## src/rtl/lpfp_pkg.sv

```systemverilog
// Shared types and constants for the length-prefixed frame parser.
package lpfp_pkg;

    // Frame length limits
    localparam logic [31:0] MIN_BODY_LENGTH  = 32'd5;
    localparam logic [31:0] DEFAULT_MAX_BODY = 32'd16777216;

    // Parser phase
    typedef enum logic [1:0] {
        PH_HEADER  = 2'd0,
        PH_PAYLOAD = 2'd1,
        PH_ERROR   = 2'd2
    } phase_t;

    // Result kind codes
    typedef enum logic [1:0] {
        KIND_HEADER  = 2'd0,
        KIND_PAYLOAD = 2'd1,
        KIND_ERROR   = 2'd2
    } kind_t;

    // One result item
    typedef struct packed {
        kind_t       kind;
        logic [7:0]  message_type;
        logic [31:0] channel_id;
        logic [31:0] payload_length;
        logic [7:0]  payload_byte;
        logic        last_of_frame;
    } result_t;

endpackage

```

## src/rtl/lpfp_parse.sv

```systemverilog
// Frame parser state machine: consumes one byte per step, makes at most one result.
module lpfp_parse (
    input  logic                  aclk,
    input  logic                  aresetn,
    input  logic                  step,
    input  logic [7:0]            data_byte,
    input  logic [31:0]           max_body_length,
    output logic                  res_valid,
    output lpfp_pkg::result_t     res
);
    import lpfp_pkg::*;

    localparam logic [3:0] POS_LEN_LAST = 4'd3;
    localparam logic [3:0] POS_TYPE     = 4'd4;
    localparam logic [3:0] POS_LAST     = 4'd8;

    phase_t      phase_reg, phase_next;
    logic [3:0]  hdr_pos_reg, hdr_pos_next;
    logic [31:0] len_acc_reg, len_acc_next;
    logic [7:0]  frame_type_reg, frame_type_next;
    logic [31:0] frame_chan_reg, frame_chan_next;
    logic [31:0] remaining_reg, remaining_next;

    logic [31:0] len_shift;
    logic [31:0] rem_dec;
    logic [31:0] plen;

    // State registers
    always_ff @(posedge aclk) begin
        if (!aresetn) begin
            phase_reg      <= PH_HEADER;
            hdr_pos_reg    <= '0;
            len_acc_reg    <= '0;
            frame_type_reg <= '0;
            frame_chan_reg <= '0;
            remaining_reg  <= '0;
        end else begin
            phase_reg      <= phase_next;
            hdr_pos_reg    <= hdr_pos_next;
            len_acc_reg    <= len_acc_next;
            frame_type_reg <= frame_type_next;
            frame_chan_reg <= frame_chan_next;
            remaining_reg  <= remaining_next;
        end
    end

    assign len_shift = {len_acc_reg[23:0], data_byte};
    assign rem_dec   = remaining_reg - 32'd1;
    assign plen      = len_acc_reg - MIN_BODY_LENGTH;

    // Next state and result
    always_comb begin
        phase_next      = phase_reg;
        hdr_pos_next    = hdr_pos_reg;
        len_acc_next    = len_acc_reg;
        frame_type_next = frame_type_reg;
        frame_chan_next = frame_chan_reg;
        remaining_next  = remaining_reg;
        res_valid       = 1'b0;
        res             = '0;
        if (step) begin
            case (phase_reg)
                PH_PAYLOAD: begin
                    remaining_next     = rem_dec;
                    res_valid          = 1'b1;
                    res.kind           = KIND_PAYLOAD;
                    res.message_type   = frame_type_reg;
                    res.channel_id     = frame_chan_reg;
                    res.payload_byte   = data_byte;
                    res.last_of_frame  = (rem_dec == '0);
                    if (rem_dec == '0) begin
                        phase_next = PH_HEADER;
                    end
                end
                PH_HEADER: begin
                    hdr_pos_next = hdr_pos_reg + 4'd1;
                    if (hdr_pos_reg inside {[4'd0:POS_LEN_LAST]}) begin
                        // length bytes, checked when the fourth arrives
                        len_acc_next = len_shift;
                        if (hdr_pos_reg == POS_LEN_LAST &&
                            (len_shift < MIN_BODY_LENGTH || len_shift > max_body_length)) begin
                            phase_next        = PH_ERROR;
                            res_valid         = 1'b1;
                            res.kind          = KIND_ERROR;
                            res.last_of_frame = 1'b1;
                        end
                    end else if (hdr_pos_reg == POS_TYPE) begin
                        frame_type_next = data_byte;
                    end else begin
                        // channel bytes; header result on the last one
                        frame_chan_next = {frame_chan_reg[23:0], data_byte};
                        if (hdr_pos_reg == POS_LAST) begin
                            res_valid          = 1'b1;
                            res.kind           = KIND_HEADER;
                            res.message_type   = frame_type_reg;
                            res.channel_id     = {frame_chan_reg[23:0], data_byte};
                            res.payload_length = plen;
                            res.last_of_frame  = (plen == '0);
                            hdr_pos_next       = '0;
                            len_acc_next       = '0;
                            remaining_next     = plen;
                            phase_next         = (plen == '0) ? PH_HEADER : PH_PAYLOAD;
                        end
                    end
                end
                default: begin
                    // error phase: drop bytes until reset
                end
            endcase
        end
    end

endmodule

```

## src/rtl/length_prefixed_frame_parser.sv

```systemverilog
// Top level of the length-prefixed frame parser.
//
//  Channel   Direction  Handshake           Payload
//  s_        in         s_valid / s_ready   s_data_byte
//  m_        out        m_valid / m_ready   m_result_kind, m_message_type, m_channel_id,
//                                           m_payload_length, m_payload_byte,
//                                           m_last_of_frame
//  cfg_      in         cfg_we              cfg_wdata (max body length)
//
// One byte per clock sustained while the result side does not stall; a byte lands in the
// input register when it is accepted, and its result, if it makes one, lands in the result
// register when the byte moves on into the parser.
// Reset is synchronous, active low; max body length returns to 16 MiB.
// A stalled result holds the result register; the input register still takes a byte
// while the result register is being emptied in the same cycle.
module length_prefixed_frame_parser (
    input  logic        aclk,
    input  logic        aresetn,
    input  logic        cfg_we,
    input  logic [31:0] cfg_wdata,
    input  logic        s_valid,
    output logic        s_ready,
    input  logic [7:0]  s_data_byte,
    output logic        m_valid,
    input  logic        m_ready,
    output logic [1:0]  m_result_kind,
    output logic [7:0]  m_message_type,
    output logic [31:0] m_channel_id,
    output logic [31:0] m_payload_length,
    output logic [7:0]  m_payload_byte,
    output logic        m_last_of_frame
);
    import lpfp_pkg::*;

    logic [31:0] max_len_reg;
    logic        in_valid_reg, in_valid_next;
    logic [7:0]  in_byte_reg;
    logic        out_valid_reg, out_valid_next;
    result_t     out_res_reg;
    logic        advance;
    logic        res_valid;
    result_t     res;

    // Configuration register
    always_ff @(posedge aclk) begin
        if (!aresetn) begin
            max_len_reg <= DEFAULT_MAX_BODY;
        end else if (cfg_we) begin
            max_len_reg <= cfg_wdata;
        end
    end

    // Input register moves into the parser when the result slot is free or being emptied
    assign advance = in_valid_reg && (!out_valid_reg || m_ready);
    assign s_ready = !in_valid_reg || advance;

    always_comb begin
        in_valid_next = in_valid_reg;
        if (s_valid && s_ready) begin
            in_valid_next = 1'b1;
        end else if (advance) begin
            in_valid_next = 1'b0;
        end
    end

    always_ff @(posedge aclk) begin
        if (!aresetn) begin
            in_valid_reg <= 1'b0;
        end else begin
            in_valid_reg <= in_valid_next;
        end
        if (s_valid && s_ready) begin
            in_byte_reg <= s_data_byte;
        end
    end

    lpfp_parse u_parse (
        .aclk            (aclk),
        .aresetn         (aresetn),
        .step            (advance),
        .data_byte       (in_byte_reg),
        .max_body_length (max_len_reg),
        .res_valid       (res_valid),
        .res             (res)
    );

    // Result register
    always_comb begin
        out_valid_next = out_valid_reg;
        if (advance) begin
            out_valid_next = res_valid;
        end else if (m_ready) begin
            out_valid_next = 1'b0;
        end
    end

    always_ff @(posedge aclk) begin
        if (!aresetn) begin
            out_valid_reg <= 1'b0;
        end else begin
            out_valid_reg <= out_valid_next;
        end
        if (advance && res_valid) begin
            out_res_reg <= res;
        end
    end

    assign m_valid          = out_valid_reg;
    assign m_result_kind    = out_res_reg.kind;
    assign m_message_type   = out_res_reg.message_type;
    assign m_channel_id     = out_res_reg.channel_id;
    assign m_payload_length = out_res_reg.payload_length;
    assign m_payload_byte   = out_res_reg.payload_byte;
    assign m_last_of_frame  = out_res_reg.last_of_frame;

endmodule

```

## config.mk

```make
export PLATFORM = sky130hd
export DESIGN_NAME = length_prefixed_frame_parser
export DESIGN_NICKNAME = d
export VERILOG_FILES = /design/src/rtl/lpfp_pkg.sv /design/src/rtl/lpfp_parse.sv /design/src/rtl/length_prefixed_frame_parser.sv
export SDC_FILE = /design/constraint.sdc
export NUM_CORES = 1
export LEC_CHECK = 0
export ABC_AREA = 1
export BUFFER_PORTS_ARGS = -buffer_cell sky130_fd_sc_hd__buf_2
export CORE_MARGIN = 2
export CORE_UTILIZATION = 45
export CTS_CLUSTER_SIZE = 24
export DETAILED_ROUTE_END_ITERATION = 12
export PLACE_DENSITY = 0.66
export SYNTH_ARGS = -nofsm -noshare
export SYNTH_HDL_FRONTEND = slang
export SYNTH_SLANG_ARGS = --single-unit
```

## constraint.sdc

```tcl
create_clock -name aclk -period 4.3 [get_ports aclk]
set_clock_uncertainty 0.1 [all_clocks]
set_input_delay 0.215 -clock aclk [delete_from_list [all_inputs] [get_ports aclk]]
set_output_delay 0.215 -clock aclk [all_outputs]
set_load 0.02 [all_outputs]
```

* After elaboration in Yosys (flattened, before gate mapping)
Cells that the tools add are included.
Storage, ports and cells: input bits 45, output and inout bits 85, register bits 235
Cells by class: magnitude comparators 4, multiplexer cells 37, equality and inequality tests 12, add/subtract/negate cells 3, reduce and logical (&&, ||, !) cells 25, bitwise logic cells 5
Operators by type and width (count):
- 2-to-1 mux 32 bit | 6
- 2-to-1 mux 72 bit | 2
- case mux 42 bit (2 select lines) | 1
- 2-to-1 mux 74 bit | 1
- zero test 32 bit | 2
- case mux 32 bit (2 select lines) | 1
- > comparator 32 bit | 1
- < comparator 32 x 3 -> 1 bit, second input constant | 1
- subtractor 32 x 1 -> 32 bit, second input constant | 1
- subtractor 32 x 3 -> 32 bit, second input constant | 1
- 2-to-1 mux 2 bit | 7
- 2-to-1 mux 1 bit | 13
- 2-to-1 mux 4 bit | 3
- AND reduction 4 bit | 3
- nonzero test 2 bit | 4
- inequality test 2 x 1 -> 1 bit, second input constant | 3
- AND reduction 6 bit | 1
- logical AND 1 bit | 5
- NOT 1 bit | 5
- AND reduction 5 bit | 1
- OR reduction 5 bit | 1
- adder 4 x 1 -> 4 bit, second input constant | 1
- equality test 4 x 2 -> 1 bit, second input constant | 1
- equality test 4 x 3 -> 1 bit, second input constant | 1
- 14 further kinds | 20

* Logic depth before layout (Yosys ltp)
depth after elaboration 8, mapped depth 20, depth with buffers taken out 20

* Hierarchy
A second synthesis with hierarchy kept.
Unflattened totals: cell total of the unflattened synthesis 1518, area total of the unflattened synthesis 11736.3 µm²
By module, submodules not included:
- lpfp_parse | cells an instance 1272, instances 1, area each 7811.2 µm²
- length_prefixed_frame_parser | cells an instance 246, instances 1, area each 3925.0 µm²

* Least setup slack after synthesis
No wires, ideal clock.
path kind register to register, start reg u_parse.len_acc_reg[23], end reg out_res_reg (netlist bit m_channel_id[0]), enable pin, arrival time 3187 ps, path buffers 0, path slack 575 ps, clock period less this slack 3725 ps, cell stages (with the launch flop) 14, cell sequence dfxtp_1 ha_1 nand2_1 nor2_1 nand4_1 nor3b_1 nand2_1 nand2_1 nand2_1 nand2_1 nand2_1 nand2_1 nand2_1 inv_1
Between the ends: word-level cells in the longest chain between the ends 8, elaborated cells on any way between the ends 9
Ends and longest elaborated chain:
- from (decl) | RTL line lpfp_parse.sv:19 | logic [31:0] len_acc_reg, len_acc_next;
- from (signal assigned) | RTL line lpfp_parse.sv:40 | len_acc_reg <= len_acc_next;
- < comparator 32 x 3 -> 1 bit or > comparator 32 bit (tied branches) | RTL line lpfp_parse.sv:81 | (len_shift < MIN_BODY_LENGTH || len_shift > max_body_length)) begin
- logical OR 1 bit * | RTL line lpfp_parse.sv:81
- logical AND 1 bit * | RTL line lpfp_parse.sv:80 | if (hdr_pos_reg == POS_LEN_LAST &&
- 2-to-1 mux 1 bit * | RTL line lpfp_parse.sv:80
- 2-to-1 mux 1 bit * | RTL line lpfp_parse.sv:77 | if (hdr_pos_reg inside {[4'd0:POS_LEN_LAST]}) begin
- case mux 1 bit (2 select lines) * | RTL line lpfp_parse.sv:62 | case (phase_reg)
- 2-to-1 mux 1 bit * | RTL line lpfp_parse.sv:61 | if (step) begin
- logical AND 1 bit * | RTL line length_prefixed_frame_parser.sv:103 | if (advance && res_valid) begin
- to (signal assigned) | RTL line length_prefixed_frame_parser.sv:104 | out_res_reg <= res;
- to (decl) | RTL line length_prefixed_frame_parser.sv:39 | result_t out_res_reg;
Mark *: on every way between the ends. The rest lies on a longest branch, timed or not. A chain may end at the register's enable or synchronous reset.

* Worst setup path after layout
start reg u_parse.len_acc_reg[23], end reg out_res_reg (netlist bit m_payload_length[13]), enable pin
Same word-level chain as after synthesis.

==> results.txt <==
The total power draw came out at 5.80 mW. The number of resized instances in the post-cts repair step is 0. The proportion of power drawn by flip-flops and latches is 0.419. The wire-length estimate of the detail-placed layout is between 20,000 and 25,000 µm.

The setup slack on the worst flop-to-flop path is around 1.1 ns. The total DRC errors in the routed layout came out at 0. The slew at the pin closest to its max-slew limit is ~0.98 ns. The via density per instance came out at 5.13. The floorplan step set the die width to roughly 170 µm.

By count the netlist is led by sky130_fd_sc_hd__nor2_1 (310), sky130_fd_sc_hd__nand2_1 (240), sky130_fd_sc_hd__inv_1 (212). Following the worst setup path forward leads to its endpoint at m_payload_length[13]. The number of nets with antenna violations after routing is 0. Of the total power, the share spent switching nets is 0.295. The ratio of final minimum period to clock period came out at 0.748. The count of maximum capacitance violations is 0.

The number of nets produced by synthesis is 1,653. In the final routed layout, each cell accounts on average for around 16 µm. The average cell area after synthesis is 7.70 µm².

The count of distinct cell types in the synthesized netlist is 43. The core region area is around 26,000 µm². Synthesis handed over a netlist of around 1,600 instances. The number of pins exceeding their max-slew limit in the final report is 0. The ratio of total power to cell area came out at between 400 and 500 nW/µm².

The first-pass GRT wire length is slightly above 50,000 µm. The remaining global-route overflow came out at 0. The number of synthesized flops with an enable pin came out at 91. In this run, post-CTS hold repair placed 49 buffers. After the first detailed-routing iteration, the DRC count stood at 998. The starting density of the core is 0.461. The maximum achievable frequency came out at roughly 310 MHz.

The total vias in the final route came out at about 11,000. Setup repair after global routing left no endpoint under its margin. The count of H-tree levels built during CTS is 1. The floorplan has 59 rows. The critical path in this run is classified as reg2reg. The async set-or-reset flop fraction in the synthesized netlist is 0. For the worst setup path, the data arrival time is about 3.4 ns. Setup total negative slack on the finished layout was measured at 0 ns. The layout filler cell count came out at around 2,500. The final weighted congestion of routability-driven global placement is a little under 0.9. The die is 168 µm tall. Setup violations remaining at the end of the flow were counted as 0. In the post-synthesis netlist, the cell with the most instances is sky130_fd_sc_hd__nor2_1. The relative slew slack came out at 0.344. The sequential share of the synthesized area is 0.465. The endpoint identified for the worst register-to-register timing path is m_payload_length[13]. The critical path starts at u_parse.len_acc_reg[23].

The clock passes through at most 3 buffers. The startpoint identified for the worst register-to-register timing path is u_parse.len_acc_reg[23]. The final hold violation count came out at 0.

For this design the top-level I/O count stands at 130. The fraction of layout cells with a size suffix above 1 came out at 0.143. The clock insertion delay at the later pin of the skew report came out at around 0.54 ns. The layout net count came out at 1,813. Subtracting the final worst setup slack from the clock period gives 3.22 ns. TritonCTS built the clock tree. Counting cells, the worst reg-to-reg path comes to 13.

The Yosys step of the flow raised 0 warnings. The worst-path maximum fanout is 24. The number of clock buffers added by TritonCTS is 26. The leakage power total is about 6.5 nW.

Internal power comes to 4.09 mW. After clock tree synthesis, the clock-pin slew on the worst setup and hold paths is ~0.06 ns. The required time of the critical path came out at 4.46 ns. The number of antenna violations at the first check in global routing came out at 0. The power share of the clock group came out at 0.391. In the post-synthesis netlist, the biggest area contributors are sky130_fd_sc_hd__dfxtp_1 (24%), sky130_fd_sc_hd__edfxtp_1 (23%), sky130_fd_sc_hd__nor2_1 (9.6%). The flow ran to the end, and the final reports show no timing, DRC or antenna violations. The share of total power dissipated in combinational logic is 0.190. The number of clock sinks seen by CTS is ~240.

The number of global-route vias before repair is about 10,000. Summed over all instances, the cell type with the most area after synthesis is sky130_fd_sc_hd__dfxtp_1. The synthesized netlist occupies a cell area of between 10,000 and 15,000 µm². The power spent charging and discharging nets is 1.71 mW.

The count of input and output buffers came out at roughly 130. The type of element launching the critical path is a flip-flop. The most used flip-flop cell after synthesis is sky130_fd_sc_hd__dfxtp_1. Relative to the synthesized area, the layout overhead comes to 18.8%.

Of the post-synthesis cell area, the dominant cell type holds 0.239. In the global route stage, overall resource usage came out at 0.227. The synthesized flop and latch total came out at around 240. The die area came out at approximately 28,000 µm². The number of post-CTS setup repair buffers is 0. Across the VDD grid, the largest voltage drop is 0.328 mV. STA classifies the critical path endpoint as a flip-flop.

The maximum number of pins on one net before global-route repair came out at between 100 and 150. The tree is rooted in a sky130_fd_sc_hd__clkbuf_16. The antenna diode instance count is 0. The final layout contains routed wiring with a total length of around 32,000 µm.

The pre-antenna-repair detailed-routing pass consisted of 5 iterations. The tightest min-delay check is of the in2reg type.
[critical path: stages (launching register included)]
cell                       delay [ns]
sky130_fd_sc_hd__dfxtp_1         0.35
sky130_fd_sc_hd__ha_1            0.31
sky130_fd_sc_hd__nand2_1         0.07
sky130_fd_sc_hd__nor2_1          0.18
sky130_fd_sc_hd__nand4_1         0.14
sky130_fd_sc_hd__nor3b_1         0.36
sky130_fd_sc_hd__nand4_1         0.14
sky130_fd_sc_hd__nand2_1         0.10
sky130_fd_sc_hd__nand2_1         0.11
sky130_fd_sc_hd__nand2_1         0.08
sky130_fd_sc_hd__nand2_1         0.08
sky130_fd_sc_hd__nand2_1         0.11
sky130_fd_sc_hd__clkinv_2        0.41
sky130_fd_sc_hd__buf_4           0.41
[per-layer routing]
layer	wire, µm	up-vias	track usage
met5	0	-	0
met4	681	0	0.0597
met1	15300	4888	0.321
li1	-	5468	-
met2	14600	301	0.368
met3	1800	42	0.0291
[placed cells by master (no fill, tap or decap), types with 32 or more instances in the layout]
cell type / synthesis / routed
sky130_fd_sc_hd__dfxtp_1: 144 / 144
sky130_fd_sc_hd__buf_2: 15 / 129
sky130_fd_sc_hd__a21oi_1: 99 / 99
sky130_fd_sc_hd__edfxtp_1: 91 / 91
sky130_fd_sc_hd__o21ai_0: 95 / 95
sky130_fd_sc_hd__inv_1: 212 / 211
sky130_fd_sc_hd__dlygate4sd3_1: 0 / 49
sky130_fd_sc_hd__o22ai_1: 32 / 32
sky130_fd_sc_hd__ha_1: 38 / 38
sky130_fd_sc_hd__nand2_1: 240 / 240
sky130_fd_sc_hd__nor2_1: 310 / 308
sky130_fd_sc_hd__nand3_1: 39 / 39
sky130_fd_sc_hd__a22oi_1: 32 / 32
[through the flow]
stage | util | hold WS (ns) | std cells | cell area, µm² | setup WS (ns)
after floorplan | - | 0.214 | 1570 | 12100 | 0.575
after global placement | 0.496 | 0.295 | 1988 | 13000 | 1.18
after detailed placement | 0.496 | 0.295 | 1988 | 13000 | 1.15
after CTS | 0.548 | 0.196 | 2085 | 14400 | 1.11
after global routing | 0.548 | 0.242 | 2085 | 14400 | 0.800
final | 0.548 | 0.214 | 2085 | 14400 | 1.08
[area by class of cell]
| type | count | area [µm²] | share of cell area |
|---|---|---|---|
| sequential | 235 | 5620 | 0.391 |
| multi-input combinational | 1047 | 5340 | 0.372 |
| timing repair buffer | 191 | 1250 | 0.0868 |
| inverter | 229 | 861 | 0.0599 |
| clock buffer | 34 | 716 | 0.0498 |
| tap | 335 | 419 | 0.0292 |
| clock inverter | 14 | 160 | 0.0112 |
[cell families after synthesis]
| family | count (synthesis) | synth area share |
|---|---|---|
| and+or+nand+nor | 670 | 0.238 |
| DFF | 235 | 0.465 |
| adders and majority gates | 38 | 0.0393 |
| xor gates and xnor gates | 11 | 0.00859 |
| AOI/OAI and AO/OA | 328 | 0.156 |
| buffers and inverters | 288 | 0.0935 |
[how the worst min path moves through the flow]
| stage | cells after the start | from | endpoint | slack [ns] |
|---|---|---|---|---|
| 2_1_floorplan | 0 | s_data_byte[0] | in_byte_reg[0] | 0.21 |
| 3_3_place_gp | 1 | s_data_byte[5] | in_byte_reg[5] | 0.30 |
| 3_5_place_dp | 1 | s_data_byte[5] | in_byte_reg[5] | 0.29 |
| 4_1_cts | 3 | aresetn | u_parse.remaining_reg[2] | 0.20 |
| 5_1_grt | 3 | aresetn | u_parse.len_acc_reg[5] | 0.24 |
| 6_report | 3 | aresetn | u_parse.len_acc_reg[5] | 0.21 |
[power by group through the flow]
stage,clock (mW),combinational [mW],sequential [mW]
detailed placement,0,1.05,2.48
finish,2.27,1.10,2.43
global placement,0,1.04,2.48
global route,2.41,1.24,2.44
CTS,2.31,1.09,2.43
floorplan,0,0.758,2.48
No activity file was read; power rests on OpenSTA's default activity.
